--- config.mk ---
export PLATFORM = sky130hd
export DESIGN_NAME = led_strip_spi_bit_expander_unit
export DESIGN_NICKNAME = d
export VERILOG_FILES = /design/src/rtl/lsbe_pkg.sv /design/src/rtl/led_strip_spi_bit_expander_unit.sv /design/src/rtl/lsbe_in_reg.sv /design/src/rtl/lsbe_packer.sv /design/src/rtl/lsbe_out_buf.sv
export SDC_FILE = /design/constraint.sdc
export NUM_CORES = 1
export LEC_CHECK = 0
export BUFFER_PORTS_ARGS = -buffer_cell sky130_fd_sc_hd__buf_2
export CAP_MARGIN = 5
export CORE_AREA = 4 4 65 67
export DETAILED_ROUTE_END_ITERATION = 10
export DIE_AREA = 0 0 69 71
export PLACE_DENSITY_LB_ADDON = 0.08
export SETUP_SLACK_MARGIN = 0.15
export SLEW_MARGIN = 20
export SYNTH_ARGS = -nofsm -noshare
export SYNTH_HDL_FRONTEND = slang
export SYNTH_SLANG_ARGS = --single-unit
--- constraint.sdc ---
create_clock -name clk_i -period 2 [get_ports clk_i]
set_clock_uncertainty 0.05 [all_clocks]
set_input_delay 0.4 -clock clk_i [delete_from_list [all_inputs] [get_ports clk_i]]
set_output_delay 0.4 -clock clk_i [all_outputs]
set_load 0.01 [all_outputs]
--- src/rtl/lsbe_pkg.sv ---
// ----------------------------------------------------------------------------
// lsbe_pkg
// Shared types, line-bit patterns and expansion functions for the LED strip
// SPI bit expander.
// ----------------------------------------------------------------------------
package lsbe_pkg;

  localparam int unsigned ByteW   = 8;
  localparam int unsigned WordW   = 16;
  localparam int unsigned Exp3W   = 3 * ByteW;
  localparam int unsigned Exp4W   = 4 * ByteW;

  // line-bit patterns for one data bit
  localparam logic [2:0] Pat3One  = 3'b110;
  localparam logic [2:0] Pat3Zero = 3'b100;
  localparam logic [3:0] Pat4One  = 4'b1100;
  localparam logic [3:0] Pat4Zero = 4'b1000;

  // words produced by one byte, handed from the packer to the output buffer
  typedef struct packed {
    logic [WordW-1:0] word0;
    logic [WordW-1:0] word1;
    logic             two;   // word1 is valid
    logic             last;  // final word of the item closes the frame
  } word_pair_t;

  // 3 line bits per data bit, msb first
  function automatic logic [Exp3W-1:0] expand3(input logic [ByteW-1:0] b);
    logic [Exp3W-1:0] e;
    e = '0;
    for (int i = 0; i < ByteW; i++) begin
      e[3*i +: 3] = b[i] ? Pat3One : Pat3Zero;
    end
    return e;
  endfunction

  // 4 line bits per data bit, msb first
  function automatic logic [Exp4W-1:0] expand4(input logic [ByteW-1:0] b);
    logic [Exp4W-1:0] e;
    e = '0;
    for (int i = 0; i < ByteW; i++) begin
      e[4*i +: 4] = b[i] ? Pat4One : Pat4Zero;
    end
    return e;
  endfunction

endpackage

--- src/rtl/led_strip_spi_bit_expander_unit.sv ---
// ----------------------------------------------------------------------------
// led_strip_spi_bit_expander_unit
// Expands colour bytes into WS2812-style line bits packed in 16-bit SPI words.
// ----------------------------------------------------------------------------
// Each byte enters an input register and is then expanded and packed into
// one or two 16-bit words that land in a two-word result register; words
// leave one per cycle while the receiver does not stall, first line bit in
// bit 15. The single result port takes the next byte as the last word held
// there leaves, so a byte that yields two words (4-bit mode, every second
// byte in 3-bit mode, frame ends) holds the following byte back while its
// first word is sent; in 3-bit mode a byte that yields one word holds none.
// The final word of a frame carries last_word_o. Write the mode only while
// idle; any mode write discards held bits and starts a new frame.
module led_strip_spi_bit_expander_unit (
  input  logic                       clk_i,
  input  logic                       rst_ni,
  input  logic                       cfg_we_i,
  input  logic                       cfg_four_bit_mode_i,
  input  logic                       in_valid_i,
  output logic                       in_stall_o,
  input  logic [lsbe_pkg::ByteW-1:0] data_byte_i,
  input  logic                       last_byte_i,
  output logic                       out_valid_o,
  input  logic                       out_stall_i,
  output logic [lsbe_pkg::WordW-1:0] line_word_o,
  output logic                       last_word_o
);

  logic                       full, load_ok, fire, last;
  logic [lsbe_pkg::ByteW-1:0] byte_val;
  lsbe_pkg::word_pair_t       pair;

  // held item moves into the result register when it has room
  assign fire = full && load_ok;

  lsbe_in_reg u_in_reg (
    .clk_i       (clk_i),
    .rst_ni      (rst_ni),
    .in_valid_i  (in_valid_i),
    .in_stall_o  (in_stall_o),
    .data_byte_i (data_byte_i),
    .last_byte_i (last_byte_i),
    .take_i      (fire),
    .full_o      (full),
    .byte_o      (byte_val),
    .last_o      (last)
  );

  lsbe_packer u_packer (
    .clk_i               (clk_i),
    .rst_ni              (rst_ni),
    .cfg_we_i            (cfg_we_i),
    .cfg_four_bit_mode_i (cfg_four_bit_mode_i),
    .fire_i              (fire),
    .byte_i              (byte_val),
    .last_i              (last),
    .pair_o              (pair)
  );

  lsbe_out_buf u_out_buf (
    .clk_i       (clk_i),
    .rst_ni      (rst_ni),
    .load_req_i  (full),
    .pair_i      (pair),
    .load_ok_o   (load_ok),
    .out_valid_o (out_valid_o),
    .out_stall_i (out_stall_i),
    .line_word_o (line_word_o),
    .last_word_o (last_word_o)
  );

endmodule

--- src/rtl/lsbe_in_reg.sv ---
// ----------------------------------------------------------------------------
// lsbe_in_reg
// Input register: holds one accepted item until the packer takes it.
// ----------------------------------------------------------------------------
module lsbe_in_reg (
  input  logic                      clk_i,
  input  logic                      rst_ni,
  input  logic                      in_valid_i,
  output logic                      in_stall_o,
  input  logic [lsbe_pkg::ByteW-1:0] data_byte_i,
  input  logic                      last_byte_i,
  input  logic                      take_i,
  output logic                      full_o,
  output logic [lsbe_pkg::ByteW-1:0] byte_o,
  output logic                      last_o
);

  logic                       full_q, full_d;
  logic [lsbe_pkg::ByteW-1:0] byte_q;
  logic                       last_q;
  logic                       accept;

  // room when empty or when the held item moves on this cycle
  assign in_stall_o = full_q && !take_i;
  assign accept     = in_valid_i && !in_stall_o;

  always_comb begin
    full_d = full_q;
    if (accept) begin
      full_d = 1'b1;
    end else if (take_i) begin
      full_d = 1'b0;
    end
  end

  always_ff @(posedge clk_i or negedge rst_ni) begin
    if (!rst_ni) begin
      full_q <= 1'b0;
    end else begin
      full_q <= full_d;
    end
  end

  // payload
  always_ff @(posedge clk_i) begin
    if (accept) begin
      byte_q <= data_byte_i;
      last_q <= last_byte_i;
    end
  end

  assign full_o = full_q;
  assign byte_o = byte_q;
  assign last_o = last_q;

endmodule

--- src/rtl/lsbe_packer.sv ---
// ----------------------------------------------------------------------------
// lsbe_packer
// Mode register, held leftover bits and the byte-to-word packing logic.
// ----------------------------------------------------------------------------
module lsbe_packer (
  input  logic                       clk_i,
  input  logic                       rst_ni,
  input  logic                       cfg_we_i,
  input  logic                       cfg_four_bit_mode_i,
  input  logic                       fire_i,
  input  logic [lsbe_pkg::ByteW-1:0] byte_i,
  input  logic                       last_i,
  output lsbe_pkg::word_pair_t       pair_o
);

  logic                       mode_q, mode_d;
  logic                       pend_v_q, pend_v_d;
  logic [lsbe_pkg::ByteW-1:0] pend_q;
  logic [lsbe_pkg::Exp3W-1:0] e3;
  logic [lsbe_pkg::Exp4W-1:0] e4;

  assign e3 = lsbe_pkg::expand3(byte_i);
  assign e4 = lsbe_pkg::expand4(byte_i);

  // word assembly: held bits exist only in 3-bit mode and are always 8 wide
  always_comb begin
    pair_o.last = last_i;
    if (mode_q) begin
      pair_o.word0 = e4[31:16];
      pair_o.word1 = e4[15:0];
      pair_o.two   = 1'b1;
    end else if (pend_v_q) begin
      pair_o.word0 = {pend_q, e3[23:16]};
      pair_o.word1 = e3[15:0];
      pair_o.two   = 1'b1;
    end else begin
      pair_o.word0 = e3[23:8];
      pair_o.word1 = {e3[7:0], {lsbe_pkg::ByteW{1'b0}}};
      pair_o.two   = last_i;
    end
  end

  // state update; a mode write starts a fresh frame
  always_comb begin
    mode_d   = mode_q;
    pend_v_d = pend_v_q;
    if (cfg_we_i) begin
      mode_d   = cfg_four_bit_mode_i;
      pend_v_d = 1'b0;
    end else if (fire_i) begin
      pend_v_d = !mode_q && !pend_v_q && !last_i;
    end
  end

  always_ff @(posedge clk_i or negedge rst_ni) begin
    if (!rst_ni) begin
      mode_q   <= 1'b0;
      pend_v_q <= 1'b0;
    end else begin
      mode_q   <= mode_d;
      pend_v_q <= pend_v_d;
    end
  end

  // leftover byte of line bits
  always_ff @(posedge clk_i) begin
    if (fire_i) begin
      pend_q <= e3[7:0];
    end
  end

endmodule

--- src/rtl/lsbe_out_buf.sv ---
// ----------------------------------------------------------------------------
// lsbe_out_buf
// Result register for up to two words, drained one word per output handshake.
// ----------------------------------------------------------------------------
module lsbe_out_buf (
  input  logic                       clk_i,
  input  logic                       rst_ni,
  input  logic                       load_req_i,
  input  lsbe_pkg::word_pair_t       pair_i,
  output logic                       load_ok_o,
  output logic                       out_valid_o,
  input  logic                       out_stall_i,
  output logic [lsbe_pkg::WordW-1:0] line_word_o,
  output logic                       last_word_o
);

  logic [1:0]                 cnt_q, cnt_d;
  logic [lsbe_pkg::WordW-1:0] w0_q, w1_q;
  logic                       last_q;
  logic                       pop, load;

  assign pop       = (cnt_q != 2'd0) && !out_stall_i;
  assign load_ok_o = (cnt_q == 2'd0) || ((cnt_q == 2'd1) && !out_stall_i);
  assign load      = load_req_i && load_ok_o;

  // word count
  always_comb begin
    cnt_d = cnt_q;
    if (load) begin
      cnt_d = pair_i.two ? 2'd2 : 2'd1;
    end else if (pop) begin
      cnt_d = cnt_q - 2'd1;
    end
  end

  always_ff @(posedge clk_i or negedge rst_ni) begin
    if (!rst_ni) begin
      cnt_q <= 2'd0;
    end else begin
      cnt_q <= cnt_d;
    end
  end

  // word slots; second word moves up after the first is taken
  always_ff @(posedge clk_i) begin
    if (load) begin
      w0_q   <= pair_i.word0;
      w1_q   <= pair_i.word1;
      last_q <= pair_i.last;
    end else if (pop) begin
      w0_q <= w1_q;
    end
  end

  assign out_valid_o = (cnt_q != 2'd0);
  assign line_word_o = w0_q;
  assign last_word_o = last_q && (cnt_q == 2'd1);

endmodule

### Yosys cells after proc, flatten, opt, wreduce, memory -nomap -nowiden

Cells that the tools add are included.

| word-level totals | value |
|---|---|
| bits in registers | 55 |
| bits of input ports | 15 |
| output and inout bits | 19 |
| logic and storage cells | 59 |

| cells by class | value |
|---|---|
| add/subtract/negate cells | 1 |
| eq/ne operators | 1 |
| mux-type cells | 27 |
| reductions and logical operators | 20 |

Operator list:

| kind | count |
|---|---|
| two-way mux 33 bit | 2 |
| two-way mux 16 bit | 2 |
| two-way mux 3 bit | 8 |
| two-way mux 2 bit | 11 |
| logical AND 1 bit | 8 |
| nonzero test 2 bit | 4 |
| zero test 1 bit | 6 |
| two-way mux 1 bit | 4 |
| == test 2 x 1 -> 1 bit (second input constant) | 1 |
| zero test 2 bit | 1 |
| subtractor 2 x 1 -> 2 bit (second input constant) | 1 |
| logical OR 1 bit | 1 |

### Longest topological paths before layout

Gate-level depths: netlist of the first run.

| logic depth | value |
|---|---|
| word-level depth | 9 |
| gate-level depth with buffers | 8 |

### Hierarchy

From an unflattened synthesis of the first run, not the netlist that was laid out.

| second synthesis, totals | value |
|---|---|
| cells, all modules | 145 |
| area total of the unflattened synthesis | 2208.4 µm² |

Modules (own cells, without submodules):

| module | times used | cells each | area each (µm²) |
|---|---|---|---|
| lsbe_out_buf | 1 | 72 | 1425.1 |
| lsbe_packer | 1 | 58 | 449.2 |
| lsbe_in_reg | 1 | 14 | 327.8 |
| led_strip_spi_bit_expander_unit | 1 | 1 | 6.3 |

### Worst setup path before layout of the first run

Ideal clock, no wire load.

| path | value |
|---|---|
| kind | register to register |
| start point | register u_out_buf.cnt_q[0] |
| end point | register u_out_buf.w0_q, in the netlist u_out_buf.line_word_o[0], enable pin |
| setup time | 0.364 ns |
| data arrival time | 1.337 ns |
| data required time | 1.586 ns |
| setup slack | 0.249 ns |
| cell stages (with the launch flop) | 5 |
| path buffers | 0 |
| cell sequence | dfrtp_1 -> inv_1 -> ha_1 -> mux2_2 -> inv_1 |

| on the way | value |
|---|---|
| word-level cells in the longest chain between the ends | 5 |
| elaborated cells between the ends (all ways) | 8 |
| those cells by class | eq/ne (1); reduce/logical (7) |

RTL lines:

| element | line | text |
|---|---|---|
| start, declared | lsbe_out_buf.sv:17 | `logic [1:0] cnt_q, cnt_d;` |
| start signal, assigned | lsbe_out_buf.sv:40 | `cnt_q <= cnt_d;` |
| == test 2 x 1 -> 1 bit | lsbe_out_buf.sv:23 | `assign load_ok_o = (cnt_q == 2'd0) \|\| ((cnt_q == 2'd1) && !out_stall_i);` |
| logical AND 1 bit | lsbe_out_buf.sv:23 |  |
| logical OR 1 bit | lsbe_out_buf.sv:23 |  |
| logical AND 1 bit | lsbe_out_buf.sv:24 | `assign load = load_req_i && load_ok_o;` |
| nonzero test 2 bit (no line) * | -- |  |
| end signal, assigned | lsbe_out_buf.sv:47 | `w0_q <= pair_i.word0;` |
| end signal, assigned | lsbe_out_buf.sv:51 | `w0_q <= w1_q;` |
| end, declared | lsbe_out_buf.sv:18 | `logic [lsbe_pkg::WordW-1:0] w0_q, w1_q;` |

Mark *: on every way between the ends. The rest lies on a longest branch, timed or not.
A chain may end at the register's enable or synchronous reset.

### Final worst setup path of the first run

| path | value |
|---|---|
| start point | register u_out_buf.cnt_q[0] |
| end point | output port in_stall_o |

| on the way | value |
|---|---|
| word-level cells in the longest chain between the ends | 6 |
| elaborated cells between the ends (all ways) | 7 |
| those cells by class | eq/ne (1); reduce/logical (6) |

RTL lines:

| element | line | text |
|---|---|---|
| == test 2 x 1 -> 1 bit | lsbe_out_buf.sv:23 |  |
| logical AND 1 bit | lsbe_out_buf.sv:23 |  |
| logical OR 1 bit * | lsbe_out_buf.sv:23 |  |
| logical AND 1 bit * | led_strip_spi_bit_expander_unit.sv:34 | `assign fire = full && load_ok;` |
| zero test 1 bit * | lsbe_in_reg.sv:24 | `assign in_stall_o = full_q && !take_i;` |
| logical AND 1 bit * | lsbe_in_reg.sv:24 |  |
| end, declared | led_strip_spi_bit_expander_unit.sv:20 | `output logic in_stall_o,` |

Marks and branches as above.

==> out/summary.txt, run 1 <==
=================================================================================
Final-report setup violation count                                              0
Share of the clock period used by the worst path after layout                1.00
Crit Path Category                                                   flip-flop to output port
DRC violation total after the first TritonRoute iteration                      83
Clock period minus worst slack                                            2.00 ns
Fraction of final layout cells with drive strength greater than 1           0.286
Placed Cells incl. Taps                                                       224
Synthesized net count                                                         161
Maximum VDD drop                                                         0.968 mV
Status                                                                  completed
CP endpoint kind                                                      output port
I/O Buffers                                                                    33
CTS tree                                                                      yes
Root buffer cell                                                         clkbuf_8
Area of the mapped netlist                                           0.00192 mm^2
Min-delay worst type                                                 input port to flip-flop
Maximum operating frequency                                               500 MHz
Initial Util                                                                0.529
Area fraction of the dominant cell type after synthesis                     0.672
Detailed placer's ending HPWL                                             2.33 mm
Post-synth cell types                                                          27
Height of the chip                                                          71 um
Worst path slowest cell                                                   dfrtp_1
Remaining global-route overflow                                                 0
Fraction of the yosys area taken by sequential cells                        0.737
Maximum buffer depth of the clock tree                                          2
Synth warnings                                                                  0
Via count                                                                    1179
Post-route insts no fill                                                      233
Cell taking the most area after synthesis                                edfxtp_1
CTS buffer count                                                                5
Top library cells by usage in the layout, fill and taps aside        43 x edfxtp_1, 32 x buf_2, 21 x nand2_1
Initial antenna violation count                                                 0
Total number of H-tree levels                                                   2
Cell family with most CP delay                                       simple AND/OR/NAND/NOR gates
Final-report max-slew violation count                                           0
Pre-CTS setup slack                                                      0.227 ns
Critical path data arrival time                                           1.55 ns
Skew-Pair Late Insertion Delay                                            0.30 ns
GPL Wtd Cong                                                                0.824
Peak per-stage delay on the critical path                                 0.44 ns
Ratio of total power to cell area                                    1670 mW/mm^2
Global routing usage summed across all routing layers                       0.144
Final nets                                                                    202
Global-route wire length before repair                                    5.55 mm
Headroom to the max-slew limit                                              0.758
Most common cell after layout, fill and taps aside                       edfxtp_1
Buf/Inv on CP                                                                   2
Die width                                                                   69 um
Num rows                                                                       22
Max-cap viol count                                                              0
Cells traversed along the worst timing path                          ha_2 > nor2b_4 > or3_4 > inv_2 > buf_6
Number of nets with antenna violations after routing                            0
Post-CTS setup buffers                                                          0
Final instance area                                                  0.00231 mm^2
Number of antenna cells inserted                                                0
Dpl cell area                                                        0.00215 mm^2
Number of top-level design ports                                               34
LEAKAGE                                                               0.000967 uW
Worst EP required                                                         1.55 ns
Dominant cells by area after synthesis                               edfxtp_1 67%, dfrtp_1 6.5%, nand2_1 4.1%
Final hold slack                                                         0.221 ns
Vias per std cell                                                            5.06
TritonCTS sink count                                                           48
Synthesized netlist cell count                                                143
Startpoint kind of the worst setup timing path                          flip-flop
Pin count of the biggest net entering global routing                           19
Drt total wl                                                              3.19 mm
Least-Margin Pin Slew                                                    0.363 ns
Die area                                                             0.00490 mm^2
RSZ-0062 raised after global routing                                         true
DRC viols                                                                       0
Final Hold Viols                                                                0
Number of optimization iterations in the first detailed-route pass              4
Crit path max fanout                                                            4
Filler Cell Count                                                             297
Reg clk slew, reported paths                                              0.08 ns
Post-route worst setup slack                                          0.000924 ns
P&R area growth vs syn                                                      20.4%
WL/cell                                                                   13.7 um
Mean Syn Cell Area                                                      13.4 um^2
Flip-flop and latch count after synthesis                                      48
Number of global-route vias before repair                                    1209
Placeable Area                                                       0.00363 mm^2
=================================================================================
==> power by group <==
group          switching, uW  total [uW]  internal [uW]
registers                143        1810           1670
logic                    766        1250            483
clock network            298         798            499
total                   1210        3860           2650
==> registers in the layout (all words and copies together) (netlist names) <==
| name | cells |
|---|---|
| u_out_buf.line_word_o | 16 |
| u_out_buf.w1_q | 14 |
| u_in_reg.byte_o | 8 |
| u_packer.pend_q | 3 |
| u_out_buf.cnt_q | 2 |
| u_in_reg.full_o | 1 |
| u_in_reg.last_o | 1 |
| u_out_buf.last_q | 1 |
| u_packer.mode_q | 1 |
| u_packer.pend_v_q | 1 |
==> worst reg2reg max path, stage by stage (launching register included) <==
cell	delay (ns)
dfrtp_1	0.38
inv_1	0.11
ha_2	0.19
nor2b_4	0.17
o21ai_4	0.11
buf_4	0.21
a221oi_1	0.25
nor2_1	0.07
==> metrics by stage <==
step / power, uW / util / setup TNS, ns
after floorplan: 2620 / - / 0
after CTS: 3890 / 0.636 / 0
after global routing: 4130 / 0.637 / -0.0612
after global placement: 3010 / 0.593 / 0
final: 3860 / 0.637 / 0
after detailed placement: 3040 / 0.593 / 0
==> timing repair <==
action,in CTS,in global routing
endpoints found under the setup margin,1,16
pin swaps,1,0
gates cloned,0,0
resized for setup,4,3
hold buffers,1,0
endpoints found under the hold margin,5,0
==> cells by family after synthesis <==
group,after synthesis,synth area share
buffers and inverters,19,0.0430
muxes,1,0.00586
DFF,48,0.737
AOI/OAI and AO/OA,29,0.0977
and+or+nand+nor,43,0.0970
adders and majority gates,3,0.0195
==> cell type report <==
| class | instances | area [um^2] | area share |
|---|---|---|---|
| sequential | 48 | 1420 | 0.612 |
| multi-input combinational | 76 | 430 | 0.186 |
| timing repair buffer | 39 | 219 | 0.0946 |
| clock buffer | 6 | 72.6 | 0.0314 |
| clock inverter | 2 | 60.1 | 0.0260 |
| tap | 48 | 60.1 | 0.0260 |
| inverter | 14 | 55.1 | 0.0238 |
==> synthesized netlist by cell type <==
library cell / count
a221oi_1: 1
nand2_1: 21
nor2b_4: 1
clkbuf_1: 1
o21a_1: 1
buf_6: 1
buf_2: 3
a221o_1: 1
a21oi_1: 4
nor3_1: 3
and2_1: 2
inv_1: 13
nand2b_1: 1
o21ai_0: 15
inv_2: 1
dfrtp_1: 5
nor2_1: 13
o31ai_1: 1
or3_1: 1
a22o_1: 3
o22ai_1: 1
nand3_1: 1
o211a_1: 1
edfxtp_1: 43
ha_1: 3
mux2_2: 1
o21ai_4: 1
==> layer usage <==
layer  track usage  up-vias  wire length (um)
met1         0.179      529              1360
met4        0.0586        0                34
met2         0.231       57              1490
li1              -      588                 -
met3        0.0526        5               308
met5             0        -                 0
==> path summary, 6_finish.rpt <==
path                                                start                                  to  slack, ns  cells after the start
max in group asynchronous                          rst_ni       u_packer.pend_v_q$_DFFE_PN0P_       1.38                      2
min in group asynchronous                          rst_ni      u_out_buf.cnt_q[0]$_DFFE_PN0P_       0.39                      2
hold / removal                             data_byte_i[0]        u_in_reg.byte_o[0]$_DFFE_PP_       0.22                      1
setup / recovery           u_out_buf.cnt_q[0]$_DFFE_PN0P_                          in_stall_o     0.0009                      5
setup reg to reg           u_out_buf.cnt_q[1]$_DFFE_PN0P_  u_out_buf.line_word_o[2]$_DFFE_PP_       0.22                      7
hold reg to reg              u_in_reg.byte_o[1]$_DFFE_PP_        u_packer.pend_q[4]$_DFFE_PP_       0.41                      0
No activity file was read; power rests on OpenSTA's default activity.
==> run 2, diff against run 1 <==
--- a/config.mk
+++ b/config.mk
@@ -10,6 +10,7 @@
 export CORE_AREA = 4 4 65 67
 export DETAILED_ROUTE_END_ITERATION = 10
 export DIE_AREA = 0 0 69 71
+export MAX_ROUTING_LAYER = met4
 export PLACE_DENSITY_LB_ADDON = 0.08
 export SETUP_SLACK_MARGIN = 0.15
 export SLEW_MARGIN = 20
==> run 2 against run 1 <==
Effect of this change: the flow now finishes with violations (negative setup slack); fmax about the same; core utilization increased by 0.10 points; via count unchanged; clock-buffer cell count unchanged; wire length increased by 0.31%; total power increased by 0.20%; register-to-register slack improved by 0.02 ns; flip-flop and latch count unchanged; die area unchanged; first-iteration DRC count decreased by 6.0%; critical path type unchanged; largest cell class unchanged; largest power group unchanged.
==> out/summary.txt, run 2 (synthesis gave the netlist of run 1 again) <==
=================================================================================
Most common cell after layout, fill and taps aside                       edfxtp_1
Worst flop-to-flop path startpoint                                   u_out_buf.cnt_q[1]$_DFFE_PN0P_
Final Hold Viols                                                                0   unchanged
Least-Margin Pin Slew                                                    0.363 ns   -0.000309 ns
Headroom to the max-slew limit                                              0.758   about the same
Worst r2r dst                                                        u_out_buf.line_word_o[2]$_DFFE_PP_
Die area                                                             0.00490 mm^2   unchanged
Global-route wire length before repair                                    5.57 mm   +0.38%
Placed Cells incl. Taps                                                       224   unchanged
Status                                                               complete, but fails checks
Final-report setup violation count                                              1   +1
Startpoint kind of the worst setup timing path                          flip-flop
Remaining global-route overflow                                                 0   unchanged
LEAKAGE                                                               0.000968 uW   +0.15%
Pin count of the biggest net entering global routing                           19   unchanged
Worst EP required                                                         1.55 ns   about the same
P&R area growth vs syn                                                      20.6%
GPL Wtd Cong                                                                0.836   +1.5%
Global routing usage summed across all routing layers                       0.150   +0.00513
Number of optimization iterations in the first detailed-route pass              4   unchanged
Drt total wl                                                              3.20 mm   +0.31%
Filler Cell Count                                                             300   +1.0%
Violations in the final reports                                      negative setup slack
Maximum buffer depth of the clock tree                                          2   unchanged
Min-delay worst type                                                 input port to flip-flop
Post-route worst setup slack                                         -0.0000310 ns   -0.000955 ns
Critical path data arrival time                                           1.55 ns   about the same
Worst setup path endpoint                                              in_stall_o
I/O Buffers                                                                    33   unchanged
Fraction of final layout cells with drive strength greater than 1           0.286   unchanged
TritonCTS sink count                                                           48   unchanged
Worst setup path start                                               u_out_buf.cnt_q[0]$_DFFE_PN0P_
DRC violation total after the first TritonRoute iteration                      78   -6.0%
Pre-CTS setup slack                                                      0.227 ns   unchanged
WL/cell                                                                   13.7 um   +0.31%
Ratio of total power to cell area                                    1670 mW/mm^2   about the same
Top library cells by usage in the layout, fill and taps aside        43 x edfxtp_1, 32 x buf_2, 21 x nand2_1
Worst-case register-to-register setup slack                               0.24 ns   +0.02 ns
Detailed placer's ending HPWL                                             2.33 mm   unchanged
DRC viols                                                                       0   unchanged
Number of top-level design ports                                               34   unchanged
CP endpoint kind                                                      output port
Number of nets with antenna violations after routing                            0   unchanged
Post-route insts no fill                                                      233   unchanged
Crit Path Category                                                   flip-flop to output port
Initial Util                                                                0.529   unchanged
Clock period minus worst slack                                            2.00 ns   +0.000955 ns
Crit path max fanout                                                            4   unchanged
Height of the chip                                                          71 um   unchanged
Maximum VDD drop                                                         0.963 mV   -0.45%
Die width                                                                   69 um   unchanged
Total number of H-tree levels                                                   2   unchanged
Final nets                                                                    202   unchanged
Startpoint of the worst hold path                                    data_byte_i[0]
CTS tree                                                                      yes
Reg clk slew, reported paths                                              0.08 ns   about the same
Max FFs per register                                                           16   unchanged
Depth of the worst register-to-register path                                    7   unchanged
Share of the clock period used by the worst path after layout                1.00   about the same
Num rows                                                                       22   unchanged
Initial antenna violation count                                                 0   unchanged
Max-cap viol count                                                              0   unchanged
Number of global-route vias before repair                                    1206   -0.25%
CTS buffer count                                                                5   unchanged
Final-report max-slew violation count                                           0   unchanged
Maximum operating frequency                                               500 MHz   about the same
Vias per std cell                                                            5.06   unchanged
Skew-Pair Late Insertion Delay                                            0.30 ns   about the same
Number of antenna cells inserted                                                0   unchanged
RSZ-0062 raised after global routing                                         true
Root buffer cell                                                         clkbuf_8
Via count                                                                    1179   unchanged
Placeable Area                                                       0.00363 mm^2   unchanged
Total power                                                               3870 uW   +0.20%
=================================================================================
-- run 2: how the worst min path moves through the flow --
stage | end | slack (ns) | cells past startpoint
after floorplan | u_in_reg.full_o$_DFFE_PN0P_ | 0.05 | 0
after global placement | u_out_buf.cnt_q[1]$_DFFE_PN0P_ | 0.17 | 1
after detailed placement | u_out_buf.cnt_q[1]$_DFFE_PN0P_ | 0.17 | 1
after CTS | u_in_reg.byte_o[0]$_DFFE_PP_ | 0.21 | 1
after global routing | u_in_reg.byte_o[5]$_DFFE_PP_ | 0.21 | 1
final | u_in_reg.byte_o[0]$_DFFE_PP_ | 0.22 | 1
-- run 2: area by class of cell --
type                            count  area, um^2  share of cell area
Clock inverter                      2        60.1              0.0259
Tap cell                           48        60.1              0.0259
Timing Repair Buffer               39         223              0.0961
Clock buffer                        6        72.6              0.0313
Inverter                           14        55.1              0.0238
Sequential cell                    48        1420               0.611
Multi-Input combinational cell     76         430               0.186
-- run 2: power by group --
| part | internal (uW) | total [uW] | switching, uW |
|---|---|---|---|
| clock network | 499 | 795 | 296 |
| registers | 1670 | 1810 | 142 |
| logic | 492 | 1260 | 768 |
| total | 2660 | 3870 | 1210 |
-- run 2: what timing repair did --
action                                 in CTS  in global routing
endpoints found under the hold margin       5                  0
gates resized for setup                     4                  4
pin swaps                                   1                  0
hold buffers                                1                  0
buffers inserted                            0                  0
setup endpoints to repair                   1                 17
-- run 2: critical path, stage by stage (launching register included) --
cell,delay [ns]
dfrtp_1,0.44
ha_2,0.20
nor2b_4,0.13
or3_4,0.34
inv_2,0.06
buf_6,0.09
-- run 2: metrics by stage --
| step | hold slack [ns] | setup TNS (ns) | util | instance area (um^2) |
|---|---|---|---|---|
| global placement | 0.174 | 0 | 0.593 | 2150 |
| floorplan | 0.0544 | 0 | - | 1920 |
| global route | 0.206 | -0.0651 | 0.638 | 2320 |
| CTS | 0.210 | 0 | 0.636 | 2310 |
| finish | 0.222 | -0.0000310 | 0.638 | 2320 |
| detailed placement | 0.174 | 0 | 0.593 | 2150 |
-- run 2: layer usage --
layer | GRT usage | vias up | part of all wire | routed length (um)
met5 | - | - | 0 | 0
met4 | 0.0586 | 0 | 0.018 | 59
met3 | 0.0511 | 6 | 0.091 | 292
met2 | 0.232 | 52 | 0.46 | 1460
met1 | 0.181 | 536 | 0.43 | 1390
li1 | - | 585 | - | -
